`src/hw/rtl/pees_pkg.sv`:
```
// Shared types and constants for the prefix expression stack evaluator.
// No dependencies; the files that use it refer to it by scoped names.
package pees_pkg;

  localparam int unsigned WORD_W   = 32;
  localparam int unsigned STATUS_W = 3;
  localparam int unsigned OPCODE_W = 2;

  // token kinds
  localparam logic KIND_OPERAND  = 1'b0;
  localparam logic KIND_OPERATOR = 1'b1;

  // operator codes
  localparam logic [OPCODE_W-1:0] OP_ADD = 2'd0;
  localparam logic [OPCODE_W-1:0] OP_SUB = 2'd1;
  localparam logic [OPCODE_W-1:0] OP_MUL = 2'd2;
  localparam logic [OPCODE_W-1:0] OP_DIV = 2'd3;

  // result status codes
  localparam logic [STATUS_W-1:0] ST_OK        = 3'd0;
  localparam logic [STATUS_W-1:0] ST_UNDERFLOW = 3'd1;
  localparam logic [STATUS_W-1:0] ST_OVERFLOW  = 3'd2;
  localparam logic [STATUS_W-1:0] ST_DIVZERO   = 3'd3;
  localparam logic [STATUS_W-1:0] ST_LEFTOVER  = 3'd4;

  // sequencer to arithmetic unit
  typedef struct packed {
    logic                start;
    logic [OPCODE_W-1:0] op;
  } alu_req_t;

  // arithmetic unit back to sequencer
  typedef struct packed {
    logic done;
    logic div_zero;
  } alu_rsp_t;

endpackage

```
`src/hw/rtl/pees_token_if.sv`:
```
// Token request channel: valid/ready handshake with the token fields.
// Depends on pees_pkg for field widths.
interface pees_token_if;
  logic                               valid;
  logic                               ready;
  logic                               kind;
  logic signed [pees_pkg::WORD_W-1:0] operand_value;
  logic [pees_pkg::OPCODE_W-1:0]      operator_code;
  logic                               last_token;

  modport source (output valid, kind, operand_value, operator_code, last_token, input ready);
  modport sink   (input valid, kind, operand_value, operator_code, last_token, output ready);
endinterface

```
`src/hw/rtl/pees_result_if.sv`:
```
// Result request channel: valid/ready handshake with value and status.
// Depends on pees_pkg for field widths.
interface pees_result_if;
  logic                               valid;
  logic                               ready;
  logic signed [pees_pkg::WORD_W-1:0] result_value;
  logic [pees_pkg::STATUS_W-1:0]      status;

  modport source (output valid, result_value, status, input ready);
  modport sink   (input valid, result_value, status, output ready);
endinterface

```
`src/hw/rtl/pees_stack.sv`:
```
// Value stack storage: one write port, one registered read port.
// No package dependencies.
module pees_stack #(
  parameter int unsigned DEPTH = 64
) (
  input  logic                     clk,
  input  logic                     wr_en,
  input  logic [$clog2(DEPTH)-1:0] wr_addr,
  input  logic [31:0]              wr_data,
  input  logic                     rd_en,
  input  logic [$clog2(DEPTH)-1:0] rd_addr,
  output logic [31:0]              rd_data
);

  logic [31:0] mem [DEPTH];

  always_ff @(posedge clk) begin
    if (wr_en) begin
      mem[wr_addr] <= wr_data;
    end
    if (rd_en) begin
      rd_data <= mem[rd_addr];
    end
  end

endmodule

```
`src/hw/rtl/pees_alu.sv`:
```
// Shared arithmetic unit: add, subtract, multiply with a registered result, signed
// truncating divide by restoring radix-2 iteration. Depends on pees_pkg.
module pees_alu (
  input  logic                     clk,
  input  logic                     rst,
  input  pees_pkg::alu_req_t       req,
  input  logic [31:0]              a,
  input  logic [31:0]              b,
  output pees_pkg::alu_rsp_t       rsp,
  output logic [31:0]              result
);

  logic        busy;
  logic [4:0]  count;
  logic [31:0] rem;
  logic [31:0] quo;
  logic [31:0] divisor;
  logic        neg;

  logic [31:0] a_mag;
  logic [31:0] b_mag;
  logic [32:0] shifted;
  logic [32:0] trial;
  logic [31:0] rem_next;
  logic [31:0] quo_next;
  logic        done_next;
  logic        div_zero_next;

  assign a_mag = a[31] ? (32'd0 - a) : a;
  assign b_mag = b[31] ? (32'd0 - b) : b;

  // one quotient bit per cycle
  assign shifted = {rem, quo[31]};
  assign trial   = shifted - {1'b0, divisor};

  always_comb begin
    if (!trial[32]) begin
      rem_next = trial[31:0];
      quo_next = {quo[30:0], 1'b1};
    end else begin
      rem_next = shifted[31:0];
      quo_next = {quo[30:0], 1'b0};
    end
  end

  always_comb begin
    done_next     = 1'b0;
    div_zero_next = 1'b0;
    if (req.start) begin
      if (req.op != pees_pkg::OP_DIV) begin
        done_next = 1'b1;
      end else if (b == 32'd0) begin
        done_next     = 1'b1;
        div_zero_next = 1'b1;
      end
    end else if (busy && (count == 5'd31)) begin
      done_next = 1'b1;
    end
  end

  always_ff @(posedge clk) begin
    if (rst) begin
      busy         <= 1'b0;
      count        <= '0;
      rsp.done     <= 1'b0;
      rsp.div_zero <= 1'b0;
    end else begin
      rsp.done     <= done_next;
      rsp.div_zero <= div_zero_next;
      if (req.start) begin
        case (req.op)
          pees_pkg::OP_ADD: begin
            result <= a + b;
          end
          pees_pkg::OP_SUB: begin
            result <= a - b;
          end
          pees_pkg::OP_MUL: begin
            result <= a * b;
          end
          default: begin
            if (b == 32'd0) begin
              result <= 32'd0;
            end else begin
              busy    <= 1'b1;
              count   <= '0;
              rem     <= 32'd0;
              quo     <= a_mag;
              divisor <= b_mag;
              neg     <= a[31] ^ b[31];
            end
          end
        endcase
      end else if (busy) begin
        rem   <= rem_next;
        quo   <= quo_next;
        count <= count + 5'd1;
        if (count == 5'd31) begin
          busy   <= 1'b0;
          result <= neg ? (32'd0 - quo_next) : quo_next;
        end
      end
    end
  end

endmodule

```
`src/hw/rtl/prefix_expression_stack_evaluator_core.sv`:
```
// Prefix expression evaluator top level: token sequencer, value stack and
// result register. Depends on pees_pkg, pees_token_if, pees_result_if,
// pees_stack and pees_alu.
//
//  channel | dir | fields                                         | accepted when
//  tok     | in  | kind, operand_value, operator_code, last_token | valid & ready
//  res     | out | result_value, status                           | valid & ready
//
// Operand token: pushed in S_IDLE. Add, subtract, multiply: stack read,
// execute, write back. Divide: as the others, but execute runs the 32 steps
// of the radix-2 divider. A last token then passes S_FIN to load the result.
// tok.ready is low while a token is in progress. A stalled result waits in
// its register and only holds up the next expression end, not other tokens.
// Synchronous reset empties the stack and clears the error; no sweep.
module prefix_expression_stack_evaluator_core #(
  parameter int unsigned STACK_DEPTH = 64
) (
  input  logic          clk,
  input  logic          rst,
  pees_token_if.sink    tok,
  pees_result_if.source res
);

  localparam int unsigned DW = $clog2(STACK_DEPTH + 1);
  localparam int unsigned AW = $clog2(STACK_DEPTH);

  typedef enum logic [2:0] {
    S_IDLE,
    S_READ,
    S_WAIT,
    S_FIN
  } state_t;

  state_t                          state;
  logic [DW-1:0]                   depth;
  logic [pees_pkg::STATUS_W-1:0]   err;
  logic [31:0]                     top;
  logic [pees_pkg::OPCODE_W-1:0]   op;
  logic                            last;

  logic                            accept;
  logic [DW-1:0]                   depth_m1;
  logic [DW-1:0]                   depth_m2;
  logic                            wr_en;
  logic                            rd_en;
  logic [31:0]                     rd_data;
  pees_pkg::alu_req_t              alu_req;
  pees_pkg::alu_rsp_t              alu_rsp;
  logic [31:0]                     alu_result;
  logic                            res_free;
  logic [pees_pkg::STATUS_W-1:0]   fin_status;

  assign tok.ready = (state == S_IDLE);
  assign accept    = tok.valid && tok.ready;
  assign depth_m1  = depth - DW'(1);
  assign depth_m2  = depth - DW'(2);
  assign res_free  = !res.valid || res.ready;

  // the top of stack lives in a register; memory holds the entries below it
  assign wr_en = accept && (tok.kind == pees_pkg::KIND_OPERAND)
               && (depth != DW'(0)) && (depth < DW'(STACK_DEPTH));
  assign rd_en = accept && (tok.kind == pees_pkg::KIND_OPERATOR) && (depth >= DW'(2));

  assign alu_req.start = (state == S_READ);
  assign alu_req.op    = op;

  always_comb begin
    if (err != pees_pkg::ST_OK) begin
      fin_status = err;
    end else if (depth == DW'(0)) begin
      fin_status = pees_pkg::ST_UNDERFLOW;
    end else if (depth != DW'(1)) begin
      fin_status = pees_pkg::ST_LEFTOVER;
    end else begin
      fin_status = pees_pkg::ST_OK;
    end
  end

  pees_stack #(
    .DEPTH (STACK_DEPTH)
  ) u_stack (
    .clk     (clk),
    .wr_en   (wr_en),
    .wr_addr (depth_m1[AW-1:0]),
    .wr_data (top),
    .rd_en   (rd_en),
    .rd_addr (depth_m2[AW-1:0]),
    .rd_data (rd_data)
  );

  pees_alu u_alu (
    .clk    (clk),
    .rst    (rst),
    .req    (alu_req),
    .a      (top),
    .b      (rd_data),
    .rsp    (alu_rsp),
    .result (alu_result)
  );

  always_ff @(posedge clk) begin
    if (rst) begin
      state     <= S_IDLE;
      depth     <= '0;
      err       <= pees_pkg::ST_OK;
      res.valid <= 1'b0;
    end else begin
      // in S_FIN the result register is reloaded below instead
      if (res.valid && res.ready && (state != S_FIN)) begin
        res.valid <= 1'b0;
      end
      case (state)
        S_IDLE: begin
          if (accept) begin
            op   <= tok.operator_code;
            last <= tok.last_token;
            if (tok.kind == pees_pkg::KIND_OPERAND) begin
              if (depth >= DW'(STACK_DEPTH)) begin
                if (err == pees_pkg::ST_OK) begin
                  err <= pees_pkg::ST_OVERFLOW;
                end
              end else begin
                top   <= tok.operand_value;
                depth <= depth + DW'(1);
              end
              state <= tok.last_token ? S_FIN : S_IDLE;
            end else if (depth < DW'(2)) begin
              if (err == pees_pkg::ST_OK) begin
                err <= pees_pkg::ST_UNDERFLOW;
              end
              state <= tok.last_token ? S_FIN : S_IDLE;
            end else begin
              state <= S_READ;
            end
          end
        end
        S_READ: begin
          state <= S_WAIT;
        end
        S_WAIT: begin
          if (alu_rsp.done) begin
            top   <= alu_result;
            depth <= depth_m1;
            if (alu_rsp.div_zero && (err == pees_pkg::ST_OK)) begin
              err <= pees_pkg::ST_DIVZERO;
            end
            state <= last ? S_FIN : S_IDLE;
          end
        end
        S_FIN: begin
          if (res_free) begin
            res.valid        <= 1'b1;
            res.result_value <= (depth != DW'(0)) ? top : 32'd0;
            res.status       <= fin_status;
            depth            <= '0;
            err              <= pees_pkg::ST_OK;
            state            <= S_IDLE;
          end
        end
        default: begin
          state <= S_IDLE;
        end
      endcase
    end
  end

endmodule
```
`src/flat_wrapper.sv`:
```
// flat-port wrapper written by rule: the top's interface ports become plain ports
module prefix_expression_stack_evaluator_core_flat 
#(
  parameter int unsigned STACK_DEPTH = 64
)
  (clk, rst, tok_valid, tok_kind, tok_operand_value, tok_operator_code, tok_last_token, tok_ready, res_valid, res_result_value, res_status, res_ready);
  pees_token_if tok_i ();
  pees_result_if res_i ();
  input  logic clk;
  input  logic rst;
  input wire logic [$bits(tok_i.valid)-1:0] tok_valid;
  input wire logic [$bits(tok_i.kind)-1:0] tok_kind;
  input wire logic [$bits(tok_i.operand_value)-1:0] tok_operand_value;
  input wire logic [$bits(tok_i.operator_code)-1:0] tok_operator_code;
  input wire logic [$bits(tok_i.last_token)-1:0] tok_last_token;
  output wire logic [$bits(tok_i.ready)-1:0] tok_ready;
  output wire logic [$bits(res_i.valid)-1:0] res_valid;
  output wire logic [$bits(res_i.result_value)-1:0] res_result_value;
  output wire logic [$bits(res_i.status)-1:0] res_status;
  input wire logic [$bits(res_i.ready)-1:0] res_ready;
  assign tok_i.valid = tok_valid;
  assign tok_i.kind = tok_kind;
  assign tok_i.operand_value = tok_operand_value;
  assign tok_i.operator_code = tok_operator_code;
  assign tok_i.last_token = tok_last_token;
  assign tok_ready = tok_i.ready;
  assign res_valid = res_i.valid;
  assign res_result_value = res_i.result_value;
  assign res_status = res_i.status;
  assign res_i.ready = res_ready;
  prefix_expression_stack_evaluator_core #(.STACK_DEPTH(STACK_DEPTH)) u_core (.clk(clk), .rst(rst), .tok(tok_i), .res(res_i));
endmodule
```
`config.mk`:
```
export PLATFORM = sky130hd
export DESIGN_NAME = prefix_expression_stack_evaluator_core_flat
export DESIGN_NICKNAME = d
export VERILOG_FILES = /design/src/hw/rtl/pees_pkg.sv /design/src/hw/rtl/pees_token_if.sv /design/src/hw/rtl/pees_result_if.sv /design/src/hw/rtl/pees_stack.sv /design/src/hw/rtl/pees_alu.sv /design/src/hw/rtl/prefix_expression_stack_evaluator_core.sv /design/src/flat_wrapper.sv
export SDC_FILE = /design/constraint.sdc
export NUM_CORES = 2
export LEC_CHECK = 0
export BUFFER_PORTS_ARGS = -buffer_cell sky130_fd_sc_hd__buf_2
export CAP_MARGIN = 20
export CORE_UTILIZATION = 45
export CTS_CLUSTER_SIZE = 24
export DETAILED_ROUTE_END_ITERATION = 10
export PLACE_DENSITY = 0.72
export SYNTH_ARGS = -nofsm -noshare
export SYNTH_HDL_FRONTEND = slang
export SYNTH_SLANG_ARGS = --single-unit
```
`constraint.sdc`:
```
create_clock -name clk -period 7.75 [get_ports clk]
set_clock_uncertainty 0.05 [all_clocks]
set_input_delay 0 -clock clk [delete_from_list [all_inputs] [get_ports clk]]
set_output_delay 0 -clock clk [all_outputs]
set_load 0.005 [all_outputs]
```
==> results.md <==
- Area added between synthesis and finish: 12.8%
- Worst skew pair latency: 0.92 ns
- Count of nets left with antenna violations after detail routing: 0
- GR Util All Layers: 24.6%
- Post-Synth Simple-Gate Area: 5.52%
- Crit path required time: 8.32 ns
- Total Nets Final: 7328
- Top post-synthesis cells by area: edfxtp_1, mux4_2, fa_1
- Number of fill cells in the layout: 19000
- Routed wire per std cell: 29.8 um
- Most frequent cells after synthesis: edfxtp_1, mux4_2, nand2_1
- Arr. time, crit path: 8.11 ns
- Maximum number of pins on one net before global-route repair: 121
- Number of antenna violations at the first check in global routing: 32
- Register area share after synthesis: 63.1%
- Last weighted congestion value of the routability-driven placer: 0.952
- Clock tree from TritonCTS: yes
- Vias in the first global route: 61500
- Clock H-tree levels: 4
- DRC viols: 0
- Class of the most critical hold timing path: input port to flop
- Die Wd: 494 um
- Buffers added on ports: 76
- Max-capacitance violation count: 0
- Highest clock rate: 133 MHz
- Final setup violation count: 0
- Core Area: 241000 sq um
- Number of cells produced by synthesis: 6381
- Mapped Area: 109000 sq um
- Worst hold slack across all endpoints: 0.104 ns
- Post-synthesis sequential element count: 2299
- Register Area: 68800 sq um
- Adder-cell area share of the yosys netlist: 9.82%
- Most frequently used cell type in the post-synthesis netlist: edfxtp_1
- Count of distinct cell types in the synthesized netlist: 74
- Crit. End Element: flop
- Setup Crit Path Kind: flop to flop
- Primary FF master, synth: edfxtp_1
- Routed via count divided by cell count: 6.04
- Crit start category: flop
- Number of buffers created by CTS: 219
- Cell taking the most area after synthesis: edfxtp_1
- Global-route wire length before repair: 432 mm
- Effective utilization at floorplan: 45.3%
- Pre-antenna DRT Iters: 6
- Area used by multi-input combinational logic: 37900 sq um
- Tightest slew margin relative to the limit: 17.0%
- Count of routing violations after the opening detailed-route iteration: 8041
- XOR/XNOR share of the synthesized area: 2.07%
- Clock transition at path regs: 0.06 ns
- Number of placed instances, taps included: 9574
- Post-route fraction of the period consumed by the critical path: 97.3%
- Layout Utilization: 51.1%
- Final Hold Viols: 0
- Area fraction in compound gates after synthesis: 2.88%
- Status: finished clean
- Number of warnings reported in the yosys synthesis log: 0
- Number of primary I/O pins: 77
- RSZ-0062 raised after global routing: no
- Final global-route overflow total: 0
- Max Slew Vio Count: 0
- Number of clock sinks: 2299
- Hold path cells: 4
- Transition at the pin with the smallest max-transition slack: 1.24 ns
- Count of non-filler cells in the finished layout: 10100
- Share of cells above drive strength 1: 21.1%
- Maximum clock path buffer count: 3
- Net count of the mapped netlist: 7031
- Total Die Area: 244000 sq um
- Chip height: 494 um
- Number of cell instances on the worst register-to-register path: 23
- Final critical delay including setup and external delays: 7.54 ns
- Std-Cell Rows: 180
- Clk root buf: clkbuf_16
- Routed via count: 60700
- Post-synth ARST share: 0%
- Fraction of synthesized area in multiplexers: 13.9%
- Post-DP HPWL: 187 mm
- Avg Cell Area, Syn: 17.1 sq um
- Area share of the largest cell type after synthesis: 62.7%
- Aggregate routed wire length: 299 mm
- Number of enable flip-flop cells after synthesis: 2279
- Combinational family with the most area after synthesis: multiplexers
- Crit Path Max Fanout: 37
-- worst paths after layout --
path                                      start                                 end  slack, ns
max reg2reg             u_core.top[1]$_DFFE_PP_   u_core.u_alu.result[31]$_DFFE_PP_       0.21
max                     u_core.top[1]$_DFFE_PP_   u_core.u_alu.result[31]$_DFFE_PP_       0.21
min                       tok_operand_value[31]            u_core.top[31]$_DFFE_PP_       0.10
min reg2reg  u_core.u_alu.count[4]$_SDFFE_PP0P_  u_core.u_alu.count[4]$_SDFFE_PP0P_       0.44
-- timing repair --
item / CTS / global route
hold endpoints to repair: 127 / 0
hold buffers: 65 / 0
gates resized for setup: 0 / 10
setup buffers: 0 / 1
setup endpoints to repair: 0 / 5
-- routing by layer --
metal / GRT usage [%] / wire [um]
met3: 5.14 / 30300
met1: 33.1 / 114000
met4: 10.3 / 13600
met5: 0 / 89
met2: 39.0 / 141000
-- cells by family (layout without fill, tap and decap cells) --
kind of cell | count (synthesis) | in the layout
multiplexers | 681 | 681
adder cells (fa/ha/maj) | 610 | 610
XOR/XNOR | 258 | 258
AND/OR/NAND/NOR | 1245 | 1245
other | 0 | 11
flip-flops | 2299 | 2299
AO/OA/AOI/OAI | 494 | 494
buffers and inverters | 794 | 1272
-- worst max-delay path: stages (launching register included) --
cell and delay (ns):
edfxtp_1 0.86, buf_4 0.48, buf_4 0.43, and2_1 0.21, fa_1 0.17, inv_1 0.05
fa_1 0.47, inv_1 0.05, fa_1 0.49, fa_1 0.53, inv_1 0.06, fa_1 0.46
fa_1 0.53, fa_1 0.44, fa_1 0.40, xor2_1 0.16, xnor2_1 0.18, xnor2_1 0.11
xnor2_1 0.15, xnor2_1 0.22, xnor2_1 0.12, xnor2_1 0.28, xnor2_1 0.11, a311o_1 0.26
-- metrics by stage --
stage | TNS (ns) | instance area, sq um | worst slack [ns]
global route | 0 | 123000 | 0.00124
detailed placement | 0 | 115000 | 0.192
global placement | 0 | 115000 | 0.279
finish | 0 | 123000 | 0.210
floorplan | -0.0328 | 109000 | -0.0328
CTS | 0 | 123000 | 0.208
-- cell type report --
type	count	share of cell area [%]
diodes	11	0.0224
clock buffers	260	4.58
clock inverters	142	1.23
inverters	446	1.36
multi-input cells	3288	30.8
flip-flops and latches	2299	56.0
well taps	3185	3.24
repair buffers	424	2.78
-- state kept, by name, indices dropped and copies added, names as in the netlist, 7 cells and up --
register,cells
u_core.u_alu.divisor,32
u_core.u_alu.quo,32
u_core.res.result_value,32
u_core.u_alu.result,32
u_core.u_stack.rd_data,32
u_core.top,32
u_core.depth,7
u_core.u_alu.rem,32
u_core.u_stack.mem,2048
-- cells in the final DEF (no fill, tap or decap), types with 12 or more instances in the layout --
master	synthesis	routed
a21oi_1	139	138
dfxtp_1	20	18
xnor2_1	149	147
and3_1	18	18
clkinv_2	0	41
dlygate4sd3_1	0	65
nor2b_1	18	16
o21a_1	23	23
or4_1	15	15
buf_12	0	17
nand2b_1	25	24
inv_1	445	445
o21ai_0	125	123
clkinv_1	1	46
a31oi_1	20	19
bufinv_16	0	18
mux4_2	667	667
nand3_1	33	33
xor2_1	109	108
clkinv_16	0	12
fa_1	410	409
mux2i_1	13	13
and2_1	340	339
edfxtp_1	2279	2279
a221oi_1	14	14
buf_2	3	77
nor2_1	179	113
a21o_1	27	27
nand2_1	514	514
buf_4	0	257
ha_1	200	195
clkinvlp_4	0	12
o31ai_1	31	31
a211oi_1	19	18
or3_1	24	24
nor3_1	42	40
clkbuf_16	0	219
clkbuf_1	280	41
nor2_4	0	65
Power is not shown: default switching activity piles up to over one toggle a cycle in this logic, so the estimate is an artifact.
